## src/rtl/core/uer_pkg.sv

```systemverilog
// Shared types and constants of the ultrasonic echo ranger.
// Used by every module under rtl/core; depends on nothing else.

package uer_pkg;

	// Field widths of the item and result channels.
	localparam int STAMP_IN_W = 16;
	localparam int TPS_W      = 24;
	localparam int PERIOD_W   = 10;
	localparam int SPEED_W    = 8;
	localparam int PULSE_W    = 16;
	localparam int WHOLE_W    = 14;
	localparam int THOU_W     = 10;
	localparam int US_W       = 20;
	localparam int PROD_W     = SPEED_W + PULSE_W;
	localparam int CFG_IDX_W  = 2;

	// Default build choices.
	localparam int STAMP_BITS_DEF  = 16;
	localparam int QUEUE_DEPTH_DEF = 2;

	// Arithmetic constants.
	localparam logic [US_W-1:0]    US_PER_S    = 20'd1000000;
	localparam logic [PULSE_W-1:0] PULSE_MAX   = 16'hFFFF;
	localparam logic [PROD_W:0]    HALF_MM_DIV = 25'd2000;

	// Command codes.
	localparam logic CMD_TICK    = 1'b0;
	localparam logic CMD_CAPTURE = 1'b1;

	// Configuration register indexes.
	localparam logic [CFG_IDX_W-1:0] REG_TICKS_PER_SECOND = 2'd0;
	localparam logic [CFG_IDX_W-1:0] REG_TRIGGER_PERIOD   = 2'd1;
	localparam logic [CFG_IDX_W-1:0] REG_SPEED_FACTOR     = 2'd2;

	// Register reset values.
	localparam logic [TPS_W-1:0]    TPS_RESET    = 24'd62500;
	localparam logic [PERIOD_W-1:0] PERIOD_RESET = 10'd700;
	localparam logic [SPEED_W-1:0]  SPEED_RESET  = 8'd33;

	// One input item.
	typedef struct packed {
		logic                  command;
		logic [STAMP_IN_W-1:0] capture_time;
	} event_t;

	// One result item.
	typedef struct packed {
		logic               trigger_out;
		logic               expect_rising;
		logic               result_valid;
		logic [PULSE_W-1:0] pulse_us;
		logic [WHOLE_W-1:0] distance_whole;
		logic [THOU_W-1:0]  distance_thousandths;
	} result_t;

	// Classification of an item, passed from front to back.
	typedef struct packed {
		logic trigger_out;
		logic expect_rising;
		logic measure;
	} entry_flags_t;

	// Fill status of the item queue.
	typedef struct packed {
		logic full;
		logic empty;
	} queue_status_t;

endpackage

```

## src/rtl/core/ultrasonic_echo_ranger.sv

```systemverilog
// Top level of the ultrasonic echo ranger: configuration registers, front,
// item queue and back part. Depends on uer_pkg, uer_front, uer_queue, uer_back.
//
// Usage:
//   Input channel (event_valid / event_stall / event_item) takes trigger ticks
//   and echo edge captures. Output channel (meas_valid / meas_stall /
//   meas_item) gives exactly one result item per input item, in order.
//   The configuration channel (cfg_valid / cfg_ready / cfg_index / cfg_wdata)
//   writes ticks_per_second, trigger_period and speed_factor; cfg_ready is
//   always high and unknown indexes are dropped.
// Sequencing:
//   After a tick or rising-edge item leaves the queue, the back part runs
//   B_MUL2, B_DIV2 and B_REM and raises meas_valid in B_OUT. A falling-edge
//   item first runs B_MUL1, B_SAT and the 16-step pulse divider; the divider
//   is skipped when the pulse width saturates.
//   The back part handles one item at a time and pops no new one before B_OUT.
//   The front accepts items until the item queue (QUEUE_DEPTH entries) fills.
// Reset: control state clears, registers return to their defaults, no result
//   is pending. A stalled receiver holds the result register; the queue then
//   fills and event_stall rises.

module ultrasonic_echo_ranger #(
	parameter int STAMP_BITS  = uer_pkg::STAMP_BITS_DEF,
	parameter int QUEUE_DEPTH = uer_pkg::QUEUE_DEPTH_DEF
) (
	input  logic                             clk,
	input  logic                             arst_n,
	input  logic                             event_valid,
	output logic                             event_stall,
	input  uer_pkg::event_t                  event_item,
	output logic                             meas_valid,
	input  logic                             meas_stall,
	output uer_pkg::result_t                 meas_item,
	input  logic                             cfg_valid,
	output logic                             cfg_ready,
	input  logic [uer_pkg::CFG_IDX_W-1:0]    cfg_index,
	input  logic [uer_pkg::TPS_W-1:0]        cfg_wdata
);

	localparam int FLAGS_W = $bits(uer_pkg::entry_flags_t);
	localparam int ENTRY_W = FLAGS_W + STAMP_BITS;

	logic [uer_pkg::TPS_W-1:0]    tps_q;
	logic [uer_pkg::PERIOD_W-1:0] period_q;
	logic [uer_pkg::SPEED_W-1:0]  speed_q;

	logic                         accept;
	logic                         pop;
	uer_pkg::queue_status_t       q_status;
	uer_pkg::entry_flags_t        push_flags, pop_flags;
	logic [STAMP_BITS-1:0]        push_elapsed, pop_elapsed;
	logic [ENTRY_W-1:0]           push_data, pop_data;

	// Configuration registers.
	assign cfg_ready = 1'b1;

	always_ff @(posedge clk or negedge arst_n) begin
		if (!arst_n) begin
			tps_q    <= uer_pkg::TPS_RESET;
			period_q <= uer_pkg::PERIOD_RESET;
			speed_q  <= uer_pkg::SPEED_RESET;
		end else if (cfg_valid && cfg_ready) begin
			case (cfg_index)
				uer_pkg::REG_TICKS_PER_SECOND: tps_q    <= cfg_wdata;
				uer_pkg::REG_TRIGGER_PERIOD:   period_q <= cfg_wdata[uer_pkg::PERIOD_W-1:0];
				uer_pkg::REG_SPEED_FACTOR:     speed_q  <= cfg_wdata[uer_pkg::SPEED_W-1:0];
				default: begin
				end
			endcase
		end
	end

	// Input handshake: take items while the queue has room.
	assign event_stall = q_status.full;
	assign accept      = event_valid && !q_status.full;

	uer_front #(
		.STAMP_BITS (STAMP_BITS)
	) u_front (
		.clk            (clk),
		.arst_n         (arst_n),
		.accept         (accept),
		.item           (event_item),
		.trigger_period (period_q),
		.push_flags     (push_flags),
		.push_elapsed   (push_elapsed)
	);

	assign push_data = {push_flags, push_elapsed};
	assign {pop_flags, pop_elapsed} = pop_data;

	uer_queue #(
		.DATA_W (ENTRY_W),
		.DEPTH  (QUEUE_DEPTH)
	) u_queue (
		.clk       (clk),
		.arst_n    (arst_n),
		.push      (accept),
		.push_data (push_data),
		.pop       (pop),
		.pop_data  (pop_data),
		.status    (q_status)
	);

	uer_back #(
		.STAMP_BITS (STAMP_BITS)
	) u_back (
		.clk              (clk),
		.arst_n           (arst_n),
		.q_status         (q_status),
		.q_flags          (pop_flags),
		.q_elapsed        (pop_elapsed),
		.pop              (pop),
		.ticks_per_second (tps_q),
		.speed_factor     (speed_q),
		.out_valid        (meas_valid),
		.out_stall        (meas_stall),
		.out_item         (meas_item)
	);

	// The queue can never report full and empty at once.
	assert property (@(posedge clk) disable iff (!arst_n)
		!(q_status.full && q_status.empty))
		else $error("item queue reports full and empty together");

	// The input side is never stalled while the queue is empty.
	assert property (@(posedge clk) disable iff (!arst_n)
		q_status.empty |-> !event_stall)
		else $error("input stalled with an empty queue");

	// A completed measurement always leaves the tracker expecting a rising edge.
	assert property (@(posedge clk) disable iff (!arst_n)
		(meas_valid && meas_item.result_valid) |-> meas_item.expect_rising)
		else $error("measurement result without rising edge expected next");

	// The fractional part stays below one thousand.
	assert property (@(posedge clk) disable iff (!arst_n)
		meas_valid |-> (meas_item.distance_thousandths <= uer_pkg::THOU_W'(999)))
		else $error("distance thousandths out of range");

endmodule

```

## src/rtl/core/uer_front.sv

```systemverilog
// Front part of the echo ranger: trigger tick counter and echo edge tracker.
// Classifies each accepted item for the back part. Depends on uer_pkg.

module uer_front #(
	parameter int STAMP_BITS = uer_pkg::STAMP_BITS_DEF
) (
	input  logic                              clk,
	input  logic                              arst_n,
	input  logic                              accept,
	input  uer_pkg::event_t                   item,
	input  logic [uer_pkg::PERIOD_W-1:0]      trigger_period,
	output uer_pkg::entry_flags_t             push_flags,
	output logic [STAMP_BITS-1:0]             push_elapsed
);

	typedef enum logic [1:0] {
		PH_INIT = 2'd0,
		PH_RISE = 2'd1,
		PH_FALL = 2'd2
	} phase_t;

	phase_t                         phase_q, phase_next;
	logic [STAMP_BITS-1:0]          start_q, start_next, stamp;
	logic [uer_pkg::PERIOD_W-1:0]   tick_cnt_q, cnt_next, cnt_inc;
	logic                           trig_q, trig_next;
	logic                           measure;
	logic [STAMP_BITS-1:0]          elapsed;

	assign stamp   = STAMP_BITS'(item.capture_time);
	assign cnt_inc = tick_cnt_q + uer_pkg::PERIOD_W'(1);

	// Next state for the item now offered.
	always_comb begin
		cnt_next   = tick_cnt_q;
		trig_next  = trig_q;
		phase_next = phase_q;
		start_next = start_q;
		measure    = 1'b0;
		elapsed    = '0;
		if (item.command == uer_pkg::CMD_TICK) begin
			cnt_next = cnt_inc;
			if (cnt_inc == uer_pkg::PERIOD_W'(1)) begin
				trig_next = 1'b1;
			end
			if (cnt_inc == uer_pkg::PERIOD_W'(2)) begin
				trig_next = 1'b0;
			end
			if (cnt_inc == trigger_period) begin
				cnt_next = '0;
			end
		end else begin
			case (phase_q)
				PH_FALL: begin
					measure    = 1'b1;
					elapsed    = stamp - start_q;
					phase_next = PH_RISE;
				end
				default: begin
					// Initial, rising and the unused code all take a rising edge.
					start_next = stamp;
					phase_next = PH_FALL;
				end
			endcase
		end
	end

	// Classification handed to the queue.
	assign push_flags.trigger_out   = trig_next;
	assign push_flags.expect_rising = (phase_next != PH_FALL);
	assign push_flags.measure       = measure;
	assign push_elapsed             = elapsed;

	// State and counter update on each accepted item.
	always_ff @(posedge clk or negedge arst_n) begin
		if (!arst_n) begin
			phase_q    <= PH_INIT;
			start_q    <= '0;
			tick_cnt_q <= '0;
			trig_q     <= 1'b0;
		end else if (accept) begin
			phase_q    <= phase_next;
			start_q    <= start_next;
			tick_cnt_q <= cnt_next;
			trig_q     <= trig_next;
		end
	end

endmodule

```

## src/rtl/core/uer_queue.sv

```systemverilog
// Short item queue between the front and back parts of the echo ranger.
// Small register FIFO; depends on uer_pkg for its status struct.

module uer_queue #(
	parameter int DATA_W = 8,
	parameter int DEPTH  = uer_pkg::QUEUE_DEPTH_DEF
) (
	input  logic                  clk,
	input  logic                  arst_n,
	input  logic                  push,
	input  logic [DATA_W-1:0]     push_data,
	input  logic                  pop,
	output logic [DATA_W-1:0]     pop_data,
	output uer_pkg::queue_status_t status
);

	localparam int PTR_W = (DEPTH > 1) ? $clog2(DEPTH) : 1;
	localparam int CNT_W = $clog2(DEPTH + 1);

	logic [DATA_W-1:0] mem_q [DEPTH];
	logic [PTR_W-1:0]  wr_ptr_q, rd_ptr_q;
	logic [CNT_W-1:0]  count_q;

	assign status.full  = (count_q == CNT_W'(DEPTH));
	assign status.empty = (count_q == '0);
	assign pop_data     = mem_q[rd_ptr_q];

	// Storage is written only at the tail.
	always_ff @(posedge clk) begin
		if (push) begin
			mem_q[wr_ptr_q] <= push_data;
		end
	end

	// Pointers and fill count.
	always_ff @(posedge clk or negedge arst_n) begin
		if (!arst_n) begin
			wr_ptr_q <= '0;
			rd_ptr_q <= '0;
			count_q  <= '0;
		end else begin
			if (push) begin
				wr_ptr_q <= (wr_ptr_q == PTR_W'(DEPTH - 1)) ? '0 : wr_ptr_q + PTR_W'(1);
			end
			if (pop) begin
				rd_ptr_q <= (rd_ptr_q == PTR_W'(DEPTH - 1)) ? '0 : rd_ptr_q + PTR_W'(1);
			end
			if (push && !pop) begin
				count_q <= count_q + CNT_W'(1);
			end else if (pop && !push) begin
				count_q <= count_q - CNT_W'(1);
			end
		end
	end

endmodule

```

## src/rtl/core/uer_back.sv

```systemverilog
// Back part of the echo ranger: pulse width division and distance math.
// Iterative pulse divider, reciprocal distance split and the result register.
// Depends on uer_pkg.

module uer_back #(
	parameter int STAMP_BITS = uer_pkg::STAMP_BITS_DEF
) (
	input  logic                          clk,
	input  logic                          arst_n,
	input  uer_pkg::queue_status_t        q_status,
	input  uer_pkg::entry_flags_t         q_flags,
	input  logic [STAMP_BITS-1:0]         q_elapsed,
	output logic                          pop,
	input  logic [uer_pkg::TPS_W-1:0]     ticks_per_second,
	input  logic [uer_pkg::SPEED_W-1:0]   speed_factor,
	output logic                          out_valid,
	input  logic                          out_stall,
	output uer_pkg::result_t              out_item
);

	localparam int DIVD_W = STAMP_BITS + uer_pkg::US_W;
	localparam int LIM_W  = uer_pkg::TPS_W + uer_pkg::PULSE_W;
	localparam int CMP_W  = (DIVD_W > LIM_W) ? DIVD_W : LIM_W;
	localparam int STEP_W = $clog2(uer_pkg::PULSE_W);
	localparam int PW     = uer_pkg::PROD_W;

	// 2000 = 16 * 125. The product shifted right by four is below 2^20, where
	// multiplying by ceil(2^27 / 125) and dropping 27 bits gives the exact quotient.
	localparam int              DQ_SHIFT  = 4;
	localparam int              DQ_W      = PW - DQ_SHIFT;
	localparam int              RCP_W     = 21;
	localparam int              RCP_SHIFT = 27;
	localparam int              RP_W      = DQ_W + RCP_W;
	localparam logic [RCP_W-1:0] RCP_125  = 21'd1073742;

	typedef enum logic [2:0] {
		B_IDLE,
		B_MUL1,
		B_SAT,
		B_DIV1,
		B_MUL2,
		B_DIV2,
		B_REM,
		B_OUT
	} back_state_t;

	back_state_t                  state_q;
	uer_pkg::entry_flags_t        flags_q;
	logic [STAMP_BITS-1:0]        elapsed_q;
	logic [CMP_W-1:0]             rem_q;
	logic [uer_pkg::PULSE_W-1:0]  quo_q, quo_next;
	logic [uer_pkg::PULSE_W-1:0]  last_pulse_q;
	logic [PW-1:0]                prod_q;
	logic [uer_pkg::WHOLE_W-1:0]  whole_q;
	logic [STEP_W-1:0]            step_q;
	uer_pkg::result_t             result_q;

	logic [DIVD_W-1:0]            mul_us;
	logic [PW-1:0]                mul_dist;
	logic [CMP_W-1:0]             sat_lim, div_shift;
	logic                         div_ge;
	logic [RP_W-1:0]              recip_prod;
	logic [PW-1:0]                whole_scaled, dist_rem;

	// Elapsed ticks scaled to microsecond units, one multiply.
	assign mul_us = {{(DIVD_W - STAMP_BITS){1'b0}}, elapsed_q}
		* {{STAMP_BITS{1'b0}}, uer_pkg::US_PER_S};

	// Distance product of speed and pulse width.
	assign mul_dist = {{(PW - uer_pkg::SPEED_W){1'b0}}, speed_factor}
		* {{(PW - uer_pkg::PULSE_W){1'b0}}, last_pulse_q};

	// Saturation limit: a quotient of 2^16 or more clips to the maximum.
	assign sat_lim = CMP_W'(ticks_per_second) << uer_pkg::PULSE_W;

	// Pulse division step, one quotient bit per cycle.
	assign div_shift = CMP_W'(ticks_per_second) << step_q;
	assign div_ge    = (rem_q >= div_shift);
	always_comb begin
		quo_next = quo_q;
		if (div_ge) begin
			quo_next[step_q] = 1'b1;
		end
	end

	// Whole centimeters by reciprocal multiplication, then the remainder.
	assign recip_prod = {{RCP_W{1'b0}}, prod_q[PW-1:DQ_SHIFT]} * {{DQ_W{1'b0}}, RCP_125};
	assign whole_scaled = {{(PW - uer_pkg::WHOLE_W){1'b0}}, whole_q}
		* PW'(uer_pkg::HALF_MM_DIV);
	assign dist_rem = prod_q - whole_scaled;

	assign pop       = (state_q == B_IDLE) && !q_status.empty;
	assign out_valid = (state_q == B_OUT);
	assign out_item  = result_q;

	// Sequencer, divider and result register.
	always_ff @(posedge clk or negedge arst_n) begin
		if (!arst_n) begin
			state_q      <= B_IDLE;
			last_pulse_q <= '0;
			step_q       <= '0;
			flags_q      <= '0;
		end else begin
			case (state_q)
				B_IDLE: begin
					if (!q_status.empty) begin
						flags_q   <= q_flags;
						elapsed_q <= q_elapsed;
						state_q   <= q_flags.measure ? B_MUL1 : B_MUL2;
					end
				end
				B_MUL1: begin
					rem_q   <= CMP_W'(mul_us);
					state_q <= B_SAT;
				end
				B_SAT: begin
					if (rem_q >= sat_lim) begin
						last_pulse_q <= uer_pkg::PULSE_MAX;
						state_q      <= B_MUL2;
					end else begin
						quo_q   <= '0;
						step_q  <= STEP_W'(uer_pkg::PULSE_W - 1);
						state_q <= B_DIV1;
					end
				end
				B_DIV1: begin
					quo_q <= quo_next;
					if (div_ge) begin
						rem_q <= rem_q - div_shift;
					end
					if (step_q == '0) begin
						last_pulse_q <= quo_next;
						state_q      <= B_MUL2;
					end else begin
						step_q <= step_q - STEP_W'(1);
					end
				end
				B_MUL2: begin
					prod_q  <= mul_dist;
					state_q <= B_DIV2;
				end
				B_DIV2: begin
					whole_q <= recip_prod[RCP_SHIFT +: uer_pkg::WHOLE_W];
					state_q <= B_REM;
				end
				B_REM: begin
					// Thousandths are half the remainder modulo 2000.
					result_q.trigger_out          <= flags_q.trigger_out;
					result_q.expect_rising        <= flags_q.expect_rising;
					result_q.result_valid         <= flags_q.measure;
					result_q.pulse_us             <= last_pulse_q;
					result_q.distance_whole       <= whole_q;
					result_q.distance_thousandths <= dist_rem[uer_pkg::THOU_W:1];
					state_q                       <= B_OUT;
				end
				B_OUT: begin
					if (!out_stall) begin
						state_q <= B_IDLE;
					end
				end
				default: begin
					state_q <= B_IDLE;
				end
			endcase
		end
	end

endmodule
```

## config.mk

```make
export PLATFORM = sky130hd
export DESIGN_NAME = ultrasonic_echo_ranger
export DESIGN_NICKNAME = d
export VERILOG_FILES = /design/src/rtl/core/uer_pkg.sv /design/src/rtl/core/ultrasonic_echo_ranger.sv /design/src/rtl/core/uer_front.sv /design/src/rtl/core/uer_queue.sv /design/src/rtl/core/uer_back.sv
export SDC_FILE = /design/constraint.sdc
export NUM_CORES = 1
export LEC_CHECK = 0
export BUFFER_PORTS_ARGS = -buffer_cell sky130_fd_sc_hd__buf_2
export CAP_MARGIN = 20
export CORE_MARGIN = 3
export CORE_UTILIZATION = 55
export DETAILED_ROUTE_END_ITERATION = 6
export PLACE_DENSITY_LB_ADDON = 0.1
export SLEW_MARGIN = 20
export SYNTH_ARGS = -nofsm -noshare
export SYNTH_HDL_FRONTEND = slang
export SYNTH_SLANG_ARGS = --single-unit
```

## constraint.sdc

```tcl
create_clock -name clk -period 11.6 [get_ports clk]
set_clock_uncertainty 0.1 [all_clocks]
set_input_delay 0.58 -clock clk [delete_from_list [all_inputs] [get_ports clk]]
set_output_delay 0.58 -clock clk [all_outputs]
set_load 0.005 [all_outputs]
```

==> impl_results.md, run 1 <==
- Syn_area_per_cell: 10.2 sq um
- Number of inserted filler cells in the final layout: 4296
- Clock latency reported for the late side of the worst-skew pair: 0.56 ns
- Clock net sink count: 291
- Synthesized netlist cell count: 2808
- Aggregate global routing overflow: 0
- Count of pins on the block boundary: 94
- Hold-fix buffers, CTS: 1
- Max_cap viols: 0
- Element type at the critical path end: flop
- Routed wire per std cell: 19.6 um
- Clock slew at the register clock pins of the worst setup and hold paths: 0.06 ns
- Initial antenna violation count: 0
- Wire length of the first global-routing pass: 114000 um
- Async set or reset register ratio after synthesis: 0.347
- Iteration count of the initial detailed-routing pass: 5
- Final wirelength: 69900 um
- Slew @ Worst Pin: 0.997 ns
- Worst path arrival time: 6.61 ns
- Routability congestion estimate from global placement: 0.960
- Commonest non-fill, non-tap cells in the layout: sky130_fd_sc_hd__ha_1 (422), sky130_fd_sc_hd__inv_1 (409), sky130_fd_sc_hd__nand2_1 (234), sky130_fd_sc_hd__fa_1 (230), sky130_fd_sc_hd__edfxtp_1 (190)
- Clock tree from TritonCTS: done
- Worst-case clock buffer depth: 3
- Chip height: 234 um
- Number of H-tree levels: 2
- CP Class: flop to flop
- Number of synthesized flops with an enable pin: 190
- Main flop type after synthesis: sky130_fd_sc_hd__edfxtp_1
- Post-synthesis sequential area ratio: 0.289
- Setup TNS: 0 ns
- Post-synthesis net count: 3508
- Post_cts resized: 0
- Vias per inst: 5.73
- Count of buffers from port buffering: 92
- Die Outline Area: 54600 sq um
- Number of global-route vias before repair: 21335
- Combined flip-flop and latch cell area: 8250 sq um
- Synth Warn #: 0
- Initial Utilization: 0.563
- Nets: 3568
- WP data required: 11.77 ns
- Cell chosen for the clock root: sky130_fd_sc_hd__clkbuf_16
- Pins Over Slew Limit: 0
- Count of state elements after synthesis: 291
- Layout overhead on the synthesized area: 7.93%
- Initial detailed-routing violation count: 1226
- HPWL Detailed: 55800 um
- Worst hold-check path type: primary input to flop
- Maximum number of pins on one net before global-route repair: 60
- Final ANT Viol Nets: 0
- Worst-path maximum fanout: 7
- Antenna Cells: 0
- Most frequent standard cell in the layout excluding fill and tap cells: sky130_fd_sc_hd__ha_1
- Share of post-route cells with drive strength above 1: 0.0974
- Status: complete, no violations
- Count of distinct cell types in the synthesized netlist: 79
- Number of DRC violations after detailed routing: 0
- Part of the cycle the worst path needs: 0.555
- Total GRT Usage: 0.265
- Startpoint kind of the worst setup timing path: flop
- R2r setup slk: 5.16 ns
- Crit path time final: 6.44 ns
- Via count: 20441
- Unrepaired setup endpoints after global routing: no
- Number of buffers inserted to repair setup after CTS: 0
- Cell area after synthesis: 28500 sq um
- CTS Buf Count: 35
- Max Clock Freq: 0.155 GHz
- Core region area: 50700 sq um
- Final setup fails: 0
- Placement Rows: 82
- Width of the die: 234 um
- Hold violation count in the final report: 0
- Area used by multi-input combinational logic: 18400 sq um
- Relative slew slack: 0.318
[flip-flops by register name, summed over array words and instances, names as in the netlist]
| signal | count |
|---|---|
| period_q | 10 |
| u_back.whole_q | 14 |
| u_queue.rd_ptr_q | 1 |
| u_queue.wr_ptr_q | 1 |
| u_front.start_q | 16 |
| u_back.state_q | 3 |
| u_back.quo_q | 16 |
| speed_q | 8 |
| u_front.trig_q | 1 |
| u_back.step_q | 4 |
| u_front.phase_q | 2 |
| u_back.last_pulse_q | 16 |
| u_front.tick_cnt_q | 10 |
| u_queue.count_q | 2 |
| u_back.flags_q | 3 |
| u_queue.mem_q | 38 |
| u_back.out_item | 43 |
| u_back.rem_q | 40 |
| u_back.elapsed_q | 16 |
| tps_q | 24 |
| u_back.prod_q | 23 |
[cell families (layout without fill, tap and decap cells)]
group	after synthesis	in the layout	share of synthesized area
other cells	1	1	0.000131
flops	291	291	0.289
xor+xnor	132	132	0.0405
compound gates	502	502	0.111
fa+ha+maj	652	652	0.346
buf+inv	496	583	0.0658
mux	96	96	0.0410
simple gates	638	638	0.106
[final cells by class]
cell class                      instances  share of cell area
Timing Repair Buffer                  109              0.0193
Sequential cell                       291               0.268
Clock buffer                           45              0.0317
Tap cell                              672              0.0273
Multi-Input combinational cell       2021               0.598
Clock inverter                         19             0.00536
Inverter                              410              0.0500
[per-stage QoR]
step	utilization	instance area, sq um	worst slack (ns)	cells	hold WS, ns
floorplan	-	28500	4.40	2808	0.184
global placement	0.585	29600	5.35	3502	0.301
detailed placement	0.585	29600	5.19	3502	0.307
CTS	0.608	30800	5.14	3567	0.110
global route	0.608	30800	4.84	3567	0.143
finish	0.608	30800	5.16	3567	0.133
[synth_stat cells (all sizes together), types with 8 or more instances]
cell type | n | area [sq um]
buf | 10 | 52.6
edfxtp | 190 | 5710
nand2b | 21 | 131
and3 | 22 | 139
dfrtp | 86 | 2150
a21oi | 129 | 646
dfstp | 15 | 394
o21bai | 14 | 105
a31oi | 24 | 150
a211oi | 18 | 135
o31ai | 16 | 120
mux2i | 28 | 280
mux4 | 11 | 248
nand4 | 14 | 87.6
nand3 | 38 | 190
ha | 422 | 5280
xnor2 | 82 | 718
nor3 | 27 | 135
nor3b | 8 | 60.1
xor2 | 50 | 438
nor2 | 144 | 541
nand2 | 234 | 878
mux2 | 57 | 642
o22ai | 15 | 93.8
o211ai | 13 | 97.6
clkbuf | 76 | 285
o21ai | 142 | 718
or3 | 9 | 57.6
a21o | 62 | 468
or2 | 11 | 68.8
inv | 410 | 1540
nor2b | 17 | 109
o21a | 10 | 75.1
fa | 230 | 4600
and2 | 65 | 409
[worst max-delay path, stage by stage, from the launching register on]
cell,delay [ns]
sky130_fd_sc_hd__edfxtp_1,0.60
sky130_fd_sc_hd__ha_1,0.39
sky130_fd_sc_hd__ha_1,0.19
sky130_fd_sc_hd__inv_1,0.08
sky130_fd_sc_hd__fa_1,0.39
sky130_fd_sc_hd__fa_1,0.55
sky130_fd_sc_hd__inv_1,0.06
sky130_fd_sc_hd__fa_1,0.45
sky130_fd_sc_hd__fa_1,0.53
sky130_fd_sc_hd__inv_1,0.05
sky130_fd_sc_hd__fa_1,0.48
sky130_fd_sc_hd__inv_1,0.04
sky130_fd_sc_hd__ha_1,0.31
sky130_fd_sc_hd__nand3_1,0.09
sky130_fd_sc_hd__nor3_1,0.33
sky130_fd_sc_hd__o211ai_1,0.19
sky130_fd_sc_hd__o211ai_1,0.26
sky130_fd_sc_hd__o211ai_1,0.25
sky130_fd_sc_hd__o211ai_1,0.28
sky130_fd_sc_hd__a31oi_1,0.18
sky130_fd_sc_hd__o21ai_0,0.28
sky130_fd_sc_hd__xnor2_1,0.10
[final timing paths]
path,startpoint,end,cells past startpoint
hold / removal,cfg_wdata[10],tps_q[10],3
setup / recovery,u_back.prod_q[7],u_back.whole_q[12],21
hold reg to reg,u_back.prod_q[1],u_back.out_item[0],0
max in group asynchronous,arst_n,speed_q[1],3
setup reg to reg,u_back.prod_q[7],u_back.whole_q[12],21
min in group asynchronous,arst_n,u_queue.count_q[0],2
[per-layer routing]
metal / global-route usage / vias up / share of wire
li1: - / 9717 / -
met1: 0.330 / 10145 / 0.41
met2: 0.476 / 458 / 0.51
met3: 0.0330 / 121 / 0.042
met4: 0.0918 / 0 / 0.037
met5: 0 / - / 0
Power of run 1 is not shown: default switching activity piles up to over one toggle a cycle in this logic, so the estimate is an artifact.
==> inputs of run 2 (changes only) <==
Clock period 11.6 ns to 6.5 ns, I/O delays scaled along.
==> run 2 against run 1 <==
Compared with the run above:
- register-to-register slack worse by 4.8 ns
- first-iteration DRC count down 7.2%
- final cell count up 1.4%
- highest routed layer is now met5
==> impl_results.md, run 2 (same netlist as run 1, synthesis figures left out) <==
- Maximum number of pins on one net before global-route repair: 65 (+8.3%)
- Via count: 20532 (+0.45%)
- HPWL Detailed: 55600 um (-0.35%)
- Inst Count DP: 3511 (+0.26%)
- Hold violation count in the final report: 0 (unchanged)
- Chip height: 234 um (unchanged)
- Layout overhead on the synthesized area: 10.2%
- Worst hold-check path type: primary input to flop
- Die Outline Area: 54600 sq um (unchanged)
- First element of the critical path: u_back.prod_q[7]
- Final wirelength: 70000 um (+0.16%)
- Final non-filler cell total: 3618 (+1.4%)
- Clock latency reported for the late side of the worst-skew pair: 0.57 ns (about the same)
- Routability congestion estimate from global placement: 0.903 (-5.9%)
- Clock slew at the register clock pins of the worst setup and hold paths: 0.06 ns (about the same)
- Number of inserted filler cells in the final layout: 4214 (-1.9%)
- Aggregate global routing overflow: 0 (unchanged)
- Wire length of the first global-routing pass: 114000 um (about the same)
- Combined flip-flop and latch cell area: 8250 sq um (unchanged)
- Vias per inst: 5.67 (-0.97%)
- Width of the die: 234 um (unchanged)
- Worst path arrival time: 6.31 ns (-0.30 ns)
- Relative slew slack: 0.309 (-0.00958)
- Worst-path maximum fanout: 5 (-2)
- Max Clock Freq: 0.164 GHz (+5.5%)
- Iteration count of the initial detailed-routing pass: 5 (unchanged)
- CTS Buf Count: 36 (+2.9%)
- Area used by multi-input combinational logic: 18400 sq um (about the same)
- Unrepaired setup endpoints after global routing: no
- Initial antenna violation count: 2 (+2)
- Nets: 3617 (+1.4%)
- Startpoint kind of the worst setup timing path: flop
- Count of pins on the block boundary: 94 (unchanged)
- WP data required: 6.70 ns (-5.07 ns)
- Setup TNS: 0 ns (unchanged)
- Initial Utilization: 0.563 (unchanged)
- Count of buffers from port buffering: 92 (unchanged)
- Initial detailed-routing violation count: 1138 (-7.2%)
- Element type at the critical path end: flop
- R2r setup slk: 0.39 ns (-4.77 ns)
- Flip-flop count of the largest register after layout: 43 (unchanged)
- Commonest non-fill, non-tap cells in the layout: sky130_fd_sc_hd__ha_1 (422), sky130_fd_sc_hd__inv_1 (409), sky130_fd_sc_hd__nand2_1 (234), sky130_fd_sc_hd__fa_1 (230), sky130_fd_sc_hd__edfxtp_1 (190)
- Worst-case clock buffer depth: 3 (unchanged)
- Slew @ Worst Pin: 1.04 ns (+0.0401 ns)
- Share of post-route cells with drive strength above 1: 0.101 (+0.00378)
- Clock net sink count: 291 (unchanged)
- Final ANT Viol Nets: 0 (unchanged)
- Number of global-route vias before repair: 21415 (+0.37%)
- Final setup fails: 0 (unchanged)
- Startpoint of the most critical register-to-register path: u_back.prod_q[7]
- Total GRT Usage: 0.265 (about the same)
- Core region area: 50700 sq um (unchanged)
- Most frequent standard cell in the layout excluding fill and tap cells: sky130_fd_sc_hd__ha_1
- Cell chosen for the clock root: sky130_fd_sc_hd__clkbuf_16
- Status: complete, no violations
- Number of H-tree levels: 2 (unchanged)
- Hold path start: cfg_wdata[7]
- CP Class: flop to flop
- Pins Over Slew Limit: 0 (unchanged)
- Max_cap viols: 0 (unchanged)
- Placement Rows: 82 (unchanged)
- Number of DRC violations after detailed routing: 0 (unchanged)
- Routed wire per std cell: 19.3 um (-1.3%)
- Crit path time final: 6.11 ns (-0.334 ns)
- Part of the cycle the worst path needs: 0.940 (+0.384)
- Clock tree from TritonCTS: done
-- run 2: changes by cell type in the layout (fill, tap and decap cells not counted), moves of 3 or more --
cell	change
sky130_fd_sc_hd__buf_4	+9
sky130_fd_sc_hd__bufinv_16	+4
sky130_fd_sc_hd__clkbuf_8	-4
sky130_fd_sc_hd__clkinv_2	+4
sky130_fd_sc_hd__dlygate4sd3_1	+38
sky130_fd_sc_hd__inv_6	-3
-- run 2: critical path, cell delays in order, from the launching register on --
cell                       delay (ns)
sky130_fd_sc_hd__edfxtp_1        0.50
sky130_fd_sc_hd__ha_1            0.33
sky130_fd_sc_hd__ha_1            0.18
sky130_fd_sc_hd__inv_1           0.09
sky130_fd_sc_hd__fa_1            0.42
sky130_fd_sc_hd__fa_1            0.55
sky130_fd_sc_hd__inv_1           0.06
sky130_fd_sc_hd__fa_1            0.44
sky130_fd_sc_hd__fa_1            0.52
sky130_fd_sc_hd__inv_1           0.05
sky130_fd_sc_hd__fa_1            0.47
sky130_fd_sc_hd__inv_1           0.04
sky130_fd_sc_hd__ha_1            0.30
sky130_fd_sc_hd__nand3_1         0.10
sky130_fd_sc_hd__nor3_1          0.23
sky130_fd_sc_hd__o211ai_1        0.17
sky130_fd_sc_hd__o211ai_1        0.19
sky130_fd_sc_hd__o211ai_1        0.22
sky130_fd_sc_hd__o211ai_1        0.31
sky130_fd_sc_hd__a31oi_2         0.16
sky130_fd_sc_hd__o21ai_0         0.28
sky130_fd_sc_hd__xnor2_1         0.12
-- run 2: path summary, 6_finish.rpt --
path	to	cells after the start
worst min register to register	u_back.out_item[1]	0
worst max-delay path	u_back.whole_q[12]	21
max in group asynchronous	u_back.last_pulse_q[2]	3
worst max register to register	u_back.whole_q[12]	21
min in group asynchronous	u_queue.count_q[1]	2
worst min-delay path	speed_q[7]	2
-- run 2: per-stage QoR --
step	util	hold slack [ns]	setup slack (ns)	cell area, sq um
2_1_floorplan	-	-0.0706	0.507	28500
3_3_place_gp	0.587	0.265	0.443	29700
3_5_place_dp	0.587	0.263	0.306	29700
4_1_cts	0.620	0.00181	0.268	31400
5_1_grt	0.620	0.00760	0.0266	31400
6_report	0.620	0.0379	0.393	31400
-- run 2: final cells by class --
type,count,share of cell area
well taps,672,0.0267
repair buffers,157,0.0337
flip-flops and latches,291,0.262
inverters,410,0.0489
clock buffers,42,0.0307
diodes,1,0.0000796
clock inverters,24,0.0107
multi-input cells,2021,0.587
-- run 2: routing by layer --
metal	vias up	track usage	share of wire	wire length [um]
met3	130	0.0287	0.036	2540
met5	-	0	0.00021	15
li1	9815	-	-	-
met2	438	0.472	0.50	35200
met4	2	0.113	0.044	3080
met1	10147	0.327	0.42	29100
-- run 2: timing repair --
item,in CTS,in global routing
hold buffers,39,0
endpoints found under the hold margin,77,0
endpoints found under the setup margin,0,5
buffers inserted,0,1
gates resized for setup,0,2
Power of run 2 is left out for the same reason.
